**src/sv/sha256_pkg.sv**
```systemverilog
package sha256_pkg;

  // Controller states.
  typedef enum logic [2:0] {
    ST_IDLE,
    ST_COMP,
    ST_ADD,
    ST_PAD80,
    ST_ZERO,
    ST_LEN,
    ST_OUT
  } state_e;

  // Source of the byte shifted into the block register.
  typedef enum logic [1:0] {
    SEL_DATA,
    SEL_PAD,
    SEL_ZERO,
    SEL_LEN
  } byte_sel_e;

  // Commands from the controller to the datapath.
  typedef struct packed {
    logic      shift_en;
    byte_sel_e sel;
    logic      cnt_inc;
    logic      comp_start;
    logic      round_en;
    logic      chain_add;
    logic      out_adv;
    logic      msg_clear;
  } cmd_t;

  // Status from the datapath to the controller.
  typedef struct packed {
    logic fill_last;
    logic fill_at_len;
    logic round_last;
    logic word_last;
  } sts_t;

  localparam logic [7:0] PAD_BYTE = 8'h80;
  localparam logic [5:0] FILL_LEN = 6'd56;

  // Round constants.
  localparam logic [31:0] ROUND_K [64] = '{
    32'h428a2f98, 32'h71374491, 32'hb5c0fbcf, 32'he9b5dba5,
    32'h3956c25b, 32'h59f111f1, 32'h923f82a4, 32'hab1c5ed5,
    32'hd807aa98, 32'h12835b01, 32'h243185be, 32'h550c7dc3,
    32'h72be5d74, 32'h80deb1fe, 32'h9bdc06a7, 32'hc19bf174,
    32'he49b69c1, 32'hefbe4786, 32'h0fc19dc6, 32'h240ca1cc,
    32'h2de92c6f, 32'h4a7484aa, 32'h5cb0a9dc, 32'h76f988da,
    32'h983e5152, 32'ha831c66d, 32'hb00327c8, 32'hbf597fc7,
    32'hc6e00bf3, 32'hd5a79147, 32'h06ca6351, 32'h14292967,
    32'h27b70a85, 32'h2e1b2138, 32'h4d2c6dfc, 32'h53380d13,
    32'h650a7354, 32'h766a0abb, 32'h81c2c92e, 32'h92722c85,
    32'ha2bfe8a1, 32'ha81a664b, 32'hc24b8b70, 32'hc76c51a3,
    32'hd192e819, 32'hd6990624, 32'hf40e3585, 32'h106aa070,
    32'h19a4c116, 32'h1e376c08, 32'h2748774c, 32'h34b0bcb5,
    32'h391c0cb3, 32'h4ed8aa4a, 32'h5b9cca4f, 32'h682e6ff3,
    32'h748f82ee, 32'h78a5636f, 32'h84c87814, 32'h8cc70208,
    32'h90befffa, 32'ha4506ceb, 32'hbef9a3f7, 32'hc67178f2
  };

  // Initial hash value.
  localparam logic [31:0] H_INIT [8] = '{
    32'h6a09e667, 32'hbb67ae85, 32'h3c6ef372, 32'ha54ff53a,
    32'h510e527f, 32'h9b05688c, 32'h1f83d9ab, 32'h5be0cd19
  };

endpackage

```
**src/sv/sha256_if.sv**
```systemverilog
// Input channel: one message byte a beat.
interface sha256_in_if;
  logic       valid;
  logic       ready;
  logic [7:0] data_byte;
  logic       byte_valid;
  logic       last_byte;

  modport source (output valid, data_byte, byte_valid, last_byte, input ready);
  modport sink (input valid, data_byte, byte_valid, last_byte, output ready);
endinterface

// Output channel: one digest word a beat.
interface sha256_out_if;
  logic        valid;
  logic        ready;
  logic [31:0] digest_word;
  logic [2:0]  word_pos;
  logic        last_word;

  modport source (output valid, digest_word, word_pos, last_word, input ready);
  modport sink (input valid, digest_word, word_pos, last_word, output ready);
endinterface

```
**src/sv/sha256_ctrl.sv**
```systemverilog
module sha256_ctrl (
  input  logic               clk_i,
  input  logic               rst_ni,
  input  logic               in_valid_i,
  input  logic               byte_valid_i,
  input  logic               last_byte_i,
  output logic               in_ready_o,
  output logic               out_valid_o,
  input  logic               out_ready_i,
  input  sha256_pkg::sts_t   sts_i,
  output sha256_pkg::cmd_t   cmd_o
);

  sha256_pkg::state_e state_q, state_d;
  sha256_pkg::state_e ret_q, ret_d;

  // State and return-state registers.
  always_ff @(posedge clk_i or negedge rst_ni) begin
    if (!rst_ni) begin
      state_q <= sha256_pkg::ST_IDLE;
      ret_q   <= sha256_pkg::ST_IDLE;
    end else begin
      state_q <= state_d;
      ret_q   <= ret_d;
    end
  end

  // Next state. A full block sends the machine to the compression and
  // remembers where to carry on afterwards.
  always_comb begin
    state_d = state_q;
    ret_d   = ret_q;
    case (state_q)
      sha256_pkg::ST_IDLE: begin
        if (in_valid_i) begin
          if (byte_valid_i && sts_i.fill_last) begin
            state_d = sha256_pkg::ST_COMP;
            ret_d   = last_byte_i ? sha256_pkg::ST_PAD80 : sha256_pkg::ST_IDLE;
          end else if (last_byte_i) begin
            state_d = sha256_pkg::ST_PAD80;
          end
        end
      end
      sha256_pkg::ST_COMP: begin
        if (sts_i.round_last) begin
          state_d = sha256_pkg::ST_ADD;
        end
      end
      sha256_pkg::ST_ADD: begin
        state_d = ret_q;
      end
      sha256_pkg::ST_PAD80: begin
        if (sts_i.fill_last) begin
          state_d = sha256_pkg::ST_COMP;
          ret_d   = sha256_pkg::ST_ZERO;
        end else begin
          state_d = sha256_pkg::ST_ZERO;
        end
      end
      sha256_pkg::ST_ZERO: begin
        if (sts_i.fill_at_len) begin
          state_d = sha256_pkg::ST_LEN;
        end else if (sts_i.fill_last) begin
          state_d = sha256_pkg::ST_COMP;
          ret_d   = sha256_pkg::ST_ZERO;
        end
      end
      sha256_pkg::ST_LEN: begin
        if (sts_i.fill_last) begin
          state_d = sha256_pkg::ST_COMP;
          ret_d   = sha256_pkg::ST_OUT;
        end
      end
      sha256_pkg::ST_OUT: begin
        if (out_ready_i && sts_i.word_last) begin
          state_d = sha256_pkg::ST_IDLE;
        end
      end
      default: begin
        state_d = sha256_pkg::ST_IDLE;
      end
    endcase
  end

  // Handshake and datapath commands.
  always_comb begin
    in_ready_o  = 1'b0;
    out_valid_o = 1'b0;
    cmd_o       = '0;
    cmd_o.sel   = sha256_pkg::SEL_DATA;
    case (state_q)
      sha256_pkg::ST_IDLE: begin
        in_ready_o = 1'b1;
        if (in_valid_i && byte_valid_i) begin
          cmd_o.shift_en   = 1'b1;
          cmd_o.cnt_inc    = 1'b1;
          cmd_o.comp_start = sts_i.fill_last;
        end
      end
      sha256_pkg::ST_COMP: begin
        cmd_o.round_en = 1'b1;
      end
      sha256_pkg::ST_ADD: begin
        cmd_o.chain_add = 1'b1;
      end
      sha256_pkg::ST_PAD80: begin
        cmd_o.shift_en   = 1'b1;
        cmd_o.sel        = sha256_pkg::SEL_PAD;
        cmd_o.comp_start = sts_i.fill_last;
      end
      sha256_pkg::ST_ZERO: begin
        if (!sts_i.fill_at_len) begin
          cmd_o.shift_en   = 1'b1;
          cmd_o.sel        = sha256_pkg::SEL_ZERO;
          cmd_o.comp_start = sts_i.fill_last;
        end
      end
      sha256_pkg::ST_LEN: begin
        cmd_o.shift_en   = 1'b1;
        cmd_o.sel        = sha256_pkg::SEL_LEN;
        cmd_o.comp_start = sts_i.fill_last;
      end
      sha256_pkg::ST_OUT: begin
        out_valid_o = 1'b1;
        if (out_ready_i) begin
          cmd_o.out_adv   = 1'b1;
          cmd_o.msg_clear = sts_i.word_last;
        end
      end
      default: begin
        in_ready_o = 1'b0;
      end
    endcase
  end

endmodule

```
**src/sv/sha256_dp.sv**
```systemverilog
module sha256_dp (
  input  logic             clk_i,
  input  logic             rst_ni,
  input  sha256_pkg::cmd_t cmd_i,
  output sha256_pkg::sts_t sts_o,
  input  logic [7:0]       data_byte_i,
  output logic [31:0]      digest_word_o,
  output logic [2:0]       word_pos_o,
  output logic             last_word_o
);

  function automatic logic [31:0] bsig0(input logic [31:0] x);
    bsig0 = {x[1:0], x[31:2]} ^ {x[12:0], x[31:13]} ^ {x[21:0], x[31:22]};
  endfunction

  function automatic logic [31:0] bsig1(input logic [31:0] x);
    bsig1 = {x[5:0], x[31:6]} ^ {x[10:0], x[31:11]} ^ {x[24:0], x[31:25]};
  endfunction

  function automatic logic [31:0] ssig0(input logic [31:0] x);
    ssig0 = {x[6:0], x[31:7]} ^ {x[17:0], x[31:18]} ^ {3'b000, x[31:3]};
  endfunction

  function automatic logic [31:0] ssig1(input logic [31:0] x);
    ssig1 = {x[16:0], x[31:17]} ^ {x[18:0], x[31:19]} ^ {10'd0, x[31:10]};
  endfunction

  // Block register: 64 bytes while loading, 16 schedule words while
  // compressing. The oldest word sits at the top.
  logic [511:0] win_q, win_d;
  logic [5:0]   fill_q;
  logic [60:0]  cnt_q;
  logic [5:0]   rnd_q;
  logic [2:0]   idx_q;
  logic [31:0]  wk_q [8];
  logic [31:0]  wk_d [8];
  logic [31:0]  hv_q [8];

  logic [63:0]  len_bits;
  logic [2:0]   len_sel;
  logic [7:0]   len_byte;
  logic [7:0]   shift_byte;
  logic [31:0]  w_top, w_1, w_9, w_14, w_new;
  logic [31:0]  t1, t2, ch, mj;

  // Length bytes go out most significant first as the fill runs 56 to 63.
  assign len_bits = {cnt_q, 3'b000};
  assign len_sel  = ~fill_q[2:0];
  assign len_byte = len_bits[{len_sel, 3'b000} +: 8];

  always_comb begin
    case (cmd_i.sel)
      sha256_pkg::SEL_DATA: shift_byte = data_byte_i;
      sha256_pkg::SEL_PAD:  shift_byte = sha256_pkg::PAD_BYTE;
      sha256_pkg::SEL_ZERO: shift_byte = 8'h00;
      sha256_pkg::SEL_LEN:  shift_byte = len_byte;
      default:              shift_byte = 8'h00;
    endcase
  end

  // Message schedule: the word sixteen rounds ahead enters at the bottom.
  assign w_top = win_q[511:480];
  assign w_1   = win_q[479:448];
  assign w_9   = win_q[223:192];
  assign w_14  = win_q[63:32];
  assign w_new = ssig1(w_14) + w_9 + ssig0(w_1) + w_top;

  // One compression round.
  assign ch = (wk_q[4] & wk_q[5]) ^ (~wk_q[4] & wk_q[6]);
  assign mj = (wk_q[0] & wk_q[1]) ^ (wk_q[0] & wk_q[2]) ^ (wk_q[1] & wk_q[2]);
  assign t1 = wk_q[7] + bsig1(wk_q[4]) + ch + sha256_pkg::ROUND_K[rnd_q] + w_top;
  assign t2 = bsig0(wk_q[0]) + mj;

  always_comb begin
    win_d = win_q;
    for (int i = 0; i < 8; i++) begin
      wk_d[i] = wk_q[i];
    end
    if (cmd_i.shift_en) begin
      win_d = {win_q[503:0], shift_byte};
    end else if (cmd_i.round_en) begin
      win_d = {win_q[479:0], w_new};
    end
    if (cmd_i.comp_start) begin
      for (int i = 0; i < 8; i++) begin
        wk_d[i] = hv_q[i];
      end
    end else if (cmd_i.round_en) begin
      wk_d[0] = t1 + t2;
      wk_d[1] = wk_q[0];
      wk_d[2] = wk_q[1];
      wk_d[3] = wk_q[2];
      wk_d[4] = wk_q[3] + t1;
      wk_d[5] = wk_q[4];
      wk_d[6] = wk_q[5];
      wk_d[7] = wk_q[6];
    end
  end

  // Block and working registers carry no reset.
  always_ff @(posedge clk_i) begin
    win_q <= win_d;
    for (int i = 0; i < 8; i++) begin
      wk_q[i] <= wk_d[i];
    end
  end

  // Counters and chaining value.
  always_ff @(posedge clk_i or negedge rst_ni) begin
    if (!rst_ni) begin
      fill_q <= '0;
      cnt_q  <= '0;
      rnd_q  <= '0;
      idx_q  <= '0;
      for (int i = 0; i < 8; i++) begin
        hv_q[i] <= sha256_pkg::H_INIT[i];
      end
    end else begin
      if (cmd_i.shift_en) begin
        fill_q <= fill_q + 6'd1;
      end
      if (cmd_i.cnt_inc) begin
        cnt_q <= cnt_q + 61'd1;
      end
      if (cmd_i.comp_start) begin
        rnd_q <= '0;
      end else if (cmd_i.round_en) begin
        rnd_q <= rnd_q + 6'd1;
      end
      if (cmd_i.out_adv) begin
        idx_q <= idx_q + 3'd1;
      end
      if (cmd_i.msg_clear) begin
        cnt_q <= '0;
        for (int i = 0; i < 8; i++) begin
          hv_q[i] <= sha256_pkg::H_INIT[i];
        end
      end else if (cmd_i.chain_add) begin
        for (int i = 0; i < 8; i++) begin
          hv_q[i] <= hv_q[i] + wk_q[i];
        end
      end
    end
  end

  assign sts_o.fill_last   = (fill_q == 6'd63);
  assign sts_o.fill_at_len = (fill_q == sha256_pkg::FILL_LEN);
  assign sts_o.round_last  = (rnd_q == 6'd63);
  assign sts_o.word_last   = (idx_q == 3'd7);

  assign digest_word_o = hv_q[idx_q];
  assign word_pos_o    = idx_q;
  assign last_word_o   = (idx_q == 3'd7);

endmodule

```
**src/sv/sha256_byte_stream_hasher.sv**
```systemverilog
// Channel  Dir  Payload                                   Beat
// in_i     in   data_byte[7:0] byte_valid last_byte       one message byte
// out_o    out  digest_word[31:0] word_pos[2:0] last_word one digest word
//
// Data bytes are taken one per cycle while in_i.ready is high; the byte that
// fills a block starts the compression (64 rounds in the single round unit,
// then the chaining add). A last item then shifts in one padding byte per
// cycle up to the end of the block, pauses where the zero fill meets the
// length field, hashes each block it closes, then gives eight output beats.
// Reset is asynchronous and loads the initial hash value and clears counts.
// in_i.ready is low from a full block or a last item until the compression
// ends, or until the eighth digest word is taken.
module sha256_byte_stream_hasher (
  input  logic                 clk_i,
  input  logic                 rst_ni,
  sha256_in_if.sink            in_i,
  sha256_out_if.source         out_o
);

  sha256_pkg::cmd_t cmd;
  sha256_pkg::sts_t sts;

  sha256_ctrl u_ctrl (
    .clk_i        (clk_i),
    .rst_ni       (rst_ni),
    .in_valid_i   (in_i.valid),
    .byte_valid_i (in_i.byte_valid),
    .last_byte_i  (in_i.last_byte),
    .in_ready_o   (in_i.ready),
    .out_valid_o  (out_o.valid),
    .out_ready_i  (out_o.ready),
    .sts_i        (sts),
    .cmd_o        (cmd)
  );

  sha256_dp u_dp (
    .clk_i         (clk_i),
    .rst_ni        (rst_ni),
    .cmd_i         (cmd),
    .sts_o         (sts),
    .data_byte_i   (in_i.data_byte),
    .digest_word_o (out_o.digest_word),
    .word_pos_o    (out_o.word_pos),
    .last_word_o   (out_o.last_word)
  );

endmodule

```
**src/flat_wrapper.sv**
```systemverilog
// flat-port wrapper written by rule: the top's interface ports become plain ports
module sha256_byte_stream_hasher_flat 
  (clk_i, rst_ni, in_i_valid, in_i_data_byte, in_i_byte_valid, in_i_last_byte, in_i_ready, out_o_valid, out_o_digest_word, out_o_word_pos, out_o_last_word, out_o_ready);
  sha256_in_if in_i_i ();
  sha256_out_if out_o_i ();
  input  logic clk_i;
  input  logic rst_ni;
  input wire logic [$bits(in_i_i.valid)-1:0] in_i_valid;
  input wire logic [$bits(in_i_i.data_byte)-1:0] in_i_data_byte;
  input wire logic [$bits(in_i_i.byte_valid)-1:0] in_i_byte_valid;
  input wire logic [$bits(in_i_i.last_byte)-1:0] in_i_last_byte;
  output wire logic [$bits(in_i_i.ready)-1:0] in_i_ready;
  output wire logic [$bits(out_o_i.valid)-1:0] out_o_valid;
  output wire logic [$bits(out_o_i.digest_word)-1:0] out_o_digest_word;
  output wire logic [$bits(out_o_i.word_pos)-1:0] out_o_word_pos;
  output wire logic [$bits(out_o_i.last_word)-1:0] out_o_last_word;
  input wire logic [$bits(out_o_i.ready)-1:0] out_o_ready;
  assign in_i_i.valid = in_i_valid;
  assign in_i_i.data_byte = in_i_data_byte;
  assign in_i_i.byte_valid = in_i_byte_valid;
  assign in_i_i.last_byte = in_i_last_byte;
  assign in_i_ready = in_i_i.ready;
  assign out_o_valid = out_o_i.valid;
  assign out_o_digest_word = out_o_i.digest_word;
  assign out_o_word_pos = out_o_i.word_pos;
  assign out_o_last_word = out_o_i.last_word;
  assign out_o_i.ready = out_o_ready;
  sha256_byte_stream_hasher u_core (.clk_i(clk_i), .rst_ni(rst_ni), .in_i(in_i_i), .out_o(out_o_i));
endmodule
```
**config.mk**
```make
export PLATFORM = sky130hd
export DESIGN_NAME = sha256_byte_stream_hasher_flat
export DESIGN_NICKNAME = d
export VERILOG_FILES = /design/src/sv/sha256_pkg.sv /design/src/sv/sha256_if.sv /design/src/sv/sha256_ctrl.sv /design/src/sv/sha256_dp.sv /design/src/sv/sha256_byte_stream_hasher.sv /design/src/flat_wrapper.sv
export SDC_FILE = /design/constraint.sdc
export NUM_CORES = 2
export LEC_CHECK = 0
export BUFFER_PORTS_ARGS = -buffer_cell sky130_fd_sc_hd__buf_4
export CAP_MARGIN = 10
export CORE_UTILIZATION = 40
export CTS_CLUSTER_SIZE = 25
export DETAILED_ROUTE_END_ITERATION = 8
export PLACE_DENSITY = 0.54
export SETUP_SLACK_MARGIN = 0.4
export SYNTH_ARGS = -nofsm -noshare
export SYNTH_HDL_FRONTEND = slang
export SYNTH_SLANG_ARGS = --single-unit
```
**constraint.sdc**
```tcl
create_clock -name clk_i -period 36.9 [get_ports clk_i]
set_input_delay 0 -clock clk_i [delete_from_list [all_inputs] [get_ports clk_i]]
set_output_delay 0 -clock clk_i [all_outputs]
set_load 0.05 [all_outputs]
```
### Word level (Yosys, flattened, before mapping)

Memory sizes are Yosys's and may differ from the RTL's.
Index checks and enable logic that the tools add are counted.

| cells by class | value |
|---|---|
| shifts and indexed selects | 1 |
| eq/ne operators | 20 |
| $lt $le $gt $ge | 2 |
| reductions and logical operators | 13 |
| add/subtract/negate cells | 22 |
| bitwise operators | 20 |
| multiplexer cells | 46 |

Operators with widths:

| cell | count |
|---|---|
| $mux W256 | 4 |
| $mux W512 | 2 |
| $add A32 B32 Y32 | 18 |
| $xor A32 B32 Y32 | 9 |
| $and A32 B32 Y32 | 5 |
| $mux W32 | 4 |
| $mux W61 | 2 |
| $bmux W32 S3 | 1 |
| $shiftx A64 B7 Y8 | 1 |
| $add A61 B1 Y61 const B | 1 |
| $mux W3 | 14 |
| $not A32 Y32 | 1 |
| $pmux W8 S4 | 1 |
| $xor A32 B22 Y32 | 1 |
| $xor A32 B29 Y32 | 1 |
| $pmux W3 S7 | 1 |
| $eq A6 B6 Y1 const B | 3 |
| $add A6 B1 Y6 const B | 2 |
| $eq A3 B3 Y1 const B | 4 |
| $mux W6 | 2 |
| $pmux W3 S4 | 1 |
| $ne A2 B2 Y1 const B | 5 |
| $mux W2 | 4 |
| $reduce_bool A2 Y1 | 4 |
| other kinds (22) | 33 |

| word-level totals | value |
|---|---|
| output and inout port bits | 38 |
| input bits | 14 |
| memories kept | 2 |
| logic and storage cells | 141 |
| register bits | 850 |
| memory bits (writable) | 256 |
| bits in read-only memories | 2048 |

Memory list:

| name | depth | width | rd ports | clocked after memory_dff | write ports | RTL line | RTL |
|---|---|---|---|---|---|---|---|
| (no name shown) | 64 | 32 | 1 | 0 | 0 | sha256_dp.sv:71 | `assign t1 = wk_q[7] + bsig1(wk_q[4]) + ch + sha256_pkg::ROUND_K[rnd_q] + w_top;` |
| u_core.u_dp.wk_q | 8 | 32 | 8 | 0 | 8 | sha256_dp.sv:35 | `logic [31:0] wk_q [8];` |

### Depth between registers and ports, before layout

An unclocked memory read counts as a cell.

| depth | value |
|---|---|
| word-level depth | 10 |
| gate-level depth with buffers | 40 |
| depth with buffers taken out | 38 |

### Modules after synthesis

A second synthesis with hierarchy kept.

| unflattened totals | value |
|---|---|
| cell total of the unflattened synthesis | 7062 |
| area total of the unflattened synthesis | 76764.9 um2 |

Modules (own cells, without submodules):

| module | cells each | sequential area each (um2) | times used | area each (um2) |
|---|---|---|---|---|
| sha256_dp | 7002 | 31540.2 | 1 | 76263.1 |
| sha256_ctrl | 60 | 150.1 | 1 | 501.7 |

### Worst setup path after synthesis

No wires, ideal clock.

| timing path | value |
|---|---|
| path type | flip-flop to flip-flop |
| start | reg u_core.u_dp.fill_q[0] |
| end | reg u_core.u_dp.win_q[0], enable pin |
| data required time | 33211 ps |
| arrival | 10917 ps |
| period minus slack after synthesis | 14606 ps |
| slack | 22294 ps |
| cell stages (with the launch flop) | 12 |
| path buffers | 4 |
| setup time | 3689 ps |
| cells stage by stage | dfrtp_1 clkbuf_1 clkbuf_1 inv_1 ha_1 nor3b_1 a21o_1 mux2i_1 nor2_1 clkbuf_1 clkbuf_1 nand2_1 |

| on the way | value |
|---|---|
| longest elaborated chain between the ends | 4 |

RTL lines:

| element | RTL line | RTL |
|---|---|---|
| start: declaration | sha256_dp.sv:31 | `logic [5:0] fill_q;` |
| start signal: assignment | sha256_dp.sv:120 | `fill_q <= fill_q + 6'd1;` |
| $eq A6 B6 Y1 | sha256_dp.sv:147 | `assign sts_o.fill_at_len = (fill_q == sha256_pkg::FILL_LEN);` |
| $mux W3 | sha256_ctrl.sv:112 | `if (!sts_i.fill_at_len) begin` |
| $pmux W1 S3 | sha256_ctrl.sv:91 | `case (state_q)` |
| $reduce_bool A2 Y1 (no line) | n/a |  |
| end signal: assignment | sha256_dp.sv:102 | `win_q <= win_d;` |
| end: declaration | sha256_dp.sv:30 | `logic [511:0] win_q, win_d;` |

No other way between the ends.
A chain may end at the register's enable or synchronous reset.

==> qor.yml <==
outcome:
  status: "finished, final reports clean"
sta:
  tightest_slew_ns: 1.20
  hold_viol: 0
  final_max_slew_viol_count: 0
  rsz0062_at_grt: "false"
  post-route-min-period_ns: 9.84
  fin_setup_tns_ns: 0
  skew_ns: 0.0398
  timing.fmax_mhz: 102
  slew_headroom_pct: 19.8
  fin_crit_sh_pct: 26.7
  setup_viol_count_final: 0
route:
  vias_per_cell: 5.61
  highest_layer: "met5"
  wl_mm: 259
  m1WireLength_mm: 121
  wl_per_cell_um: 24.2
  dr_wl_met3_mm: 17.1
  num_vias: 60300
  drt-pass1-iter-count: 8
  wl_met2_mm: 113
  drt_iter0_markers: 5765
  drc_errors: 0
  drtAntennaViolNets: 0
global_route:
  antenna_found_initial: 10
  grt_pass1_wl_mm: 385
  grt_pass1_vias: 58100
  grt_overflow: 0
  grt_max_degree: 150
  grtUsageTotal_pct: 26.7
synthesis:
  synth_top_area_share_pct: 30.4
  synth_top_flop_cell: "edfxtp_1"
  synth.distinct_cells: 96
  async_flop_share_pct: 30.6
  synthTopCellsByCount: "2,373 x nand2_1, 768 x edfxtp_1, 500 x o21ai_0, 459 x a21oi_1, 407 x clkbuf_1"
  synth.most_common_cell: "nand2_1"
  yosys.area_share.adder_pct: 11.7
  synth-seq-cells: 1106
  synth_cells: 8309
  yosys.area.top_type: "edfxtp_1"
  synthMuxAreaShare_pct: 3.66
  synth_area_leaders: "edfxtp_1 30%, nand2_1 12%, dfrtp_1 6.7%, ha_1 6.6%, fa_1 5.1%"
  netlist_area_mm2: 0.0760
  postSynthAreaPerCell_um2: 9.14
  synth_compound_area_share_pct: 13.6
  ys_seq_area_share_pct: 41.7
  synth-edff-count: 768
  yosysWarnings: 0
  synth_top_family_by_area: "simple AND/OR/NAND/NOR gates"
  synth_fp_nets: 8916
  yosys.area_share.simple_pct: 18.0
  synth-xor-area-share_pct: 7.15
setup_path:
  crit_top_cell: "inv_1"
  cp_max_fo: 16
  start_kind: "flip-flop"
  slowest_stage: "dfrtp_1"
  critical_path.max_stage_delay_ns: 0.71
  crit_path_end_kind: "flip-flop"
  worstPathArrival_ns: 10.36
  critPathKind: "reg2reg"
  worstPathRequired_ns: 37.42
clocking:
  worstSkewPairLatency_ns: 0.83
  cts-root-buf: "clkbuf_16"
  h-tree-depth: 4
  numCtsBuffers: 135
  clockBufferDepth: 3
  cts.sinks: 1106
  cts_resized: 0
  clk_pin_slew_ns: 0.06
  cts_tree: "yes"
die:
  die_w_um: 438
  io_pins: 52
  start_util_pct: 40.4
  die_area_mm2: 0.192
  dieHeight_um: 438
  coreArea_mm2: 0.188
  std_cell_rows: 159
finish:
  final_cells: 10700
  area_growth_pct: 9.20
  nNetsFinal: 8738
  drive_gt1_share_pct: 7.98
power_and_ir_drop:
  power.total_w: 0.00265
  p_per_area_mw_per_mm2: 32.0
  ir_drop_mv: 0.0476
  power_leakage_nw: 36.7
placement:
  portBuffers: 51
  dpl.cell_count: 10500
  place_congestion: 0.964
  hpwl_mm: 189
job:
  drv_cap: 0
hold_path:
  hp-class: "in2reg"
-- metal layers --
metal | vias up | track usage (%)
li1 | 28300 | -
met1 | 29800 | 39.5
met2 | 1884 | 40.1
met3 | 333 | 3.70
met4 | 6 | 8.65
met5 | - | 0
-- per-stage QoR --
step                      hold slack (ns)  cell area, um^2  worst slack [ns]  util [%]
after CTS                         0.00585            83000             27.19      44.1
after detailed placement           0.0629            78500             27.22      41.7
after global routing               0.0550            83000             26.44      44.1
final                              0.0826            83000             27.06      44.1
after global placement             0.0662            78500             27.36      41.7
after floorplan                    -0.296            76000             22.29         -
-- worst paths after layout --
path	start	slack (ns)	end	depth (start not counted)
worst max-delay path	u_core.u_dp.rnd_q[0]	27.06	u_core.u_dp.wk_q[0][31]	36
worst min-delay path	in_i_data_byte[6]	0.08	u_core.u_dp.win_q[6]	4
worst max register to register	u_core.u_dp.rnd_q[0]	27.06	u_core.u_dp.wk_q[0][31]	36
worst min register to register	u_core.u_dp.fill_q[5]	0.47	u_core.u_dp.fill_q[5]	1
max in group asynchronous	rst_ni	34.81	u_core.u_dp.hv_q[244]	5
min in group asynchronous	rst_ni	0.43	u_core.u_dp.hv_q[67]	3
-- cells in the final DEF, fill, tap and decap left out, drive strengths merged, types with 31 or more instances in the layout --
cell,count
xnor2,337
o31ai,47
nor2b,46
nand3,133
nand4,37
or3,37
clkbuf,190
a21oi,459
dfstp,136
buf,129
nand2b,71
xor2,281
o211ai,31
a21o,191
dfrtp,202
nand2,2373
o21a,63
inv,385
a31oi,50
clkinv,37
mux2,39
edfxtp,768
o21ai,512
and3,42
ha,398
nor3,111
fa,195
o21bai,32
mux4,83
nor2,381
a211oi,57
mux2i,47
-- final cells by class --
type	count	area [um^2]
clock buffers	190	3790
inverters	377	1420
diodes	2	5.00
multi-input cells	6366	41200
repair buffers	145	1180
well taps	2495	3120
flip-flops and latches	1106	31700
clock inverters	54	528
fillers	18400	105000
-- kinds of logic after synthesis --
| group | count (synthesis) |
|---|---|
| muxes | 169 |
| adders and majority gates | 596 |
| buffers and inverters | 837 |
| and+or+nand+nor | 3321 |
| AOI/OAI and AO/OA | 1661 |
| DFF | 1106 |
| xor gates and xnor gates | 619 |
-- where the power goes --
group | switching (W) | internal (W) | total, W
clock | 0.000575 | 0.000751 | 0.00133
combinational | 0.00000941 | 0.00000273 | 0.0000122
sequential | 0 | 0.00132 | 0.00132
total | 0.000584 | 0.00207 | 0.00265
-- timing repair --
| action | in CTS | in global routing |
|---|---|---|
| buffers inserted | 0 | 0 |
| hold buffers | 17 | 0 |
| endpoints found under the hold margin | 250 | 0 |
-- critical path: cells and delay by family (launching register included) --
| kind | cells | cell delay, ns |
|---|---|---|
| buffers and inverters | 5 | 0.57 |
| adders and majority gates | 7 | 3.16 |
| xor gates and xnor gates | 3 | 0.54 |
| AOI/OAI and AO/OA | 18 | 3.61 |
| and+or+nand+nor | 3 | 0.95 |
| DFF | 1 | 0.71 |
-- registers in the layout, summed over array words and instances, names as in the netlist --
name                    flops
u_core.u_ctrl.ret_q         3
u_core.u_ctrl.state_q       3
u_core.u_dp.cnt_q          61
u_core.u_dp.fill_q          6
u_core.u_dp.hv_q          256
u_core.u_dp.rnd_q           6
u_core.u_dp.win_q         512
u_core.u_dp.wk_q          256
u_core.u_dp.word_pos_o      3
Note: power is estimated with default switching activity, not from simulation.
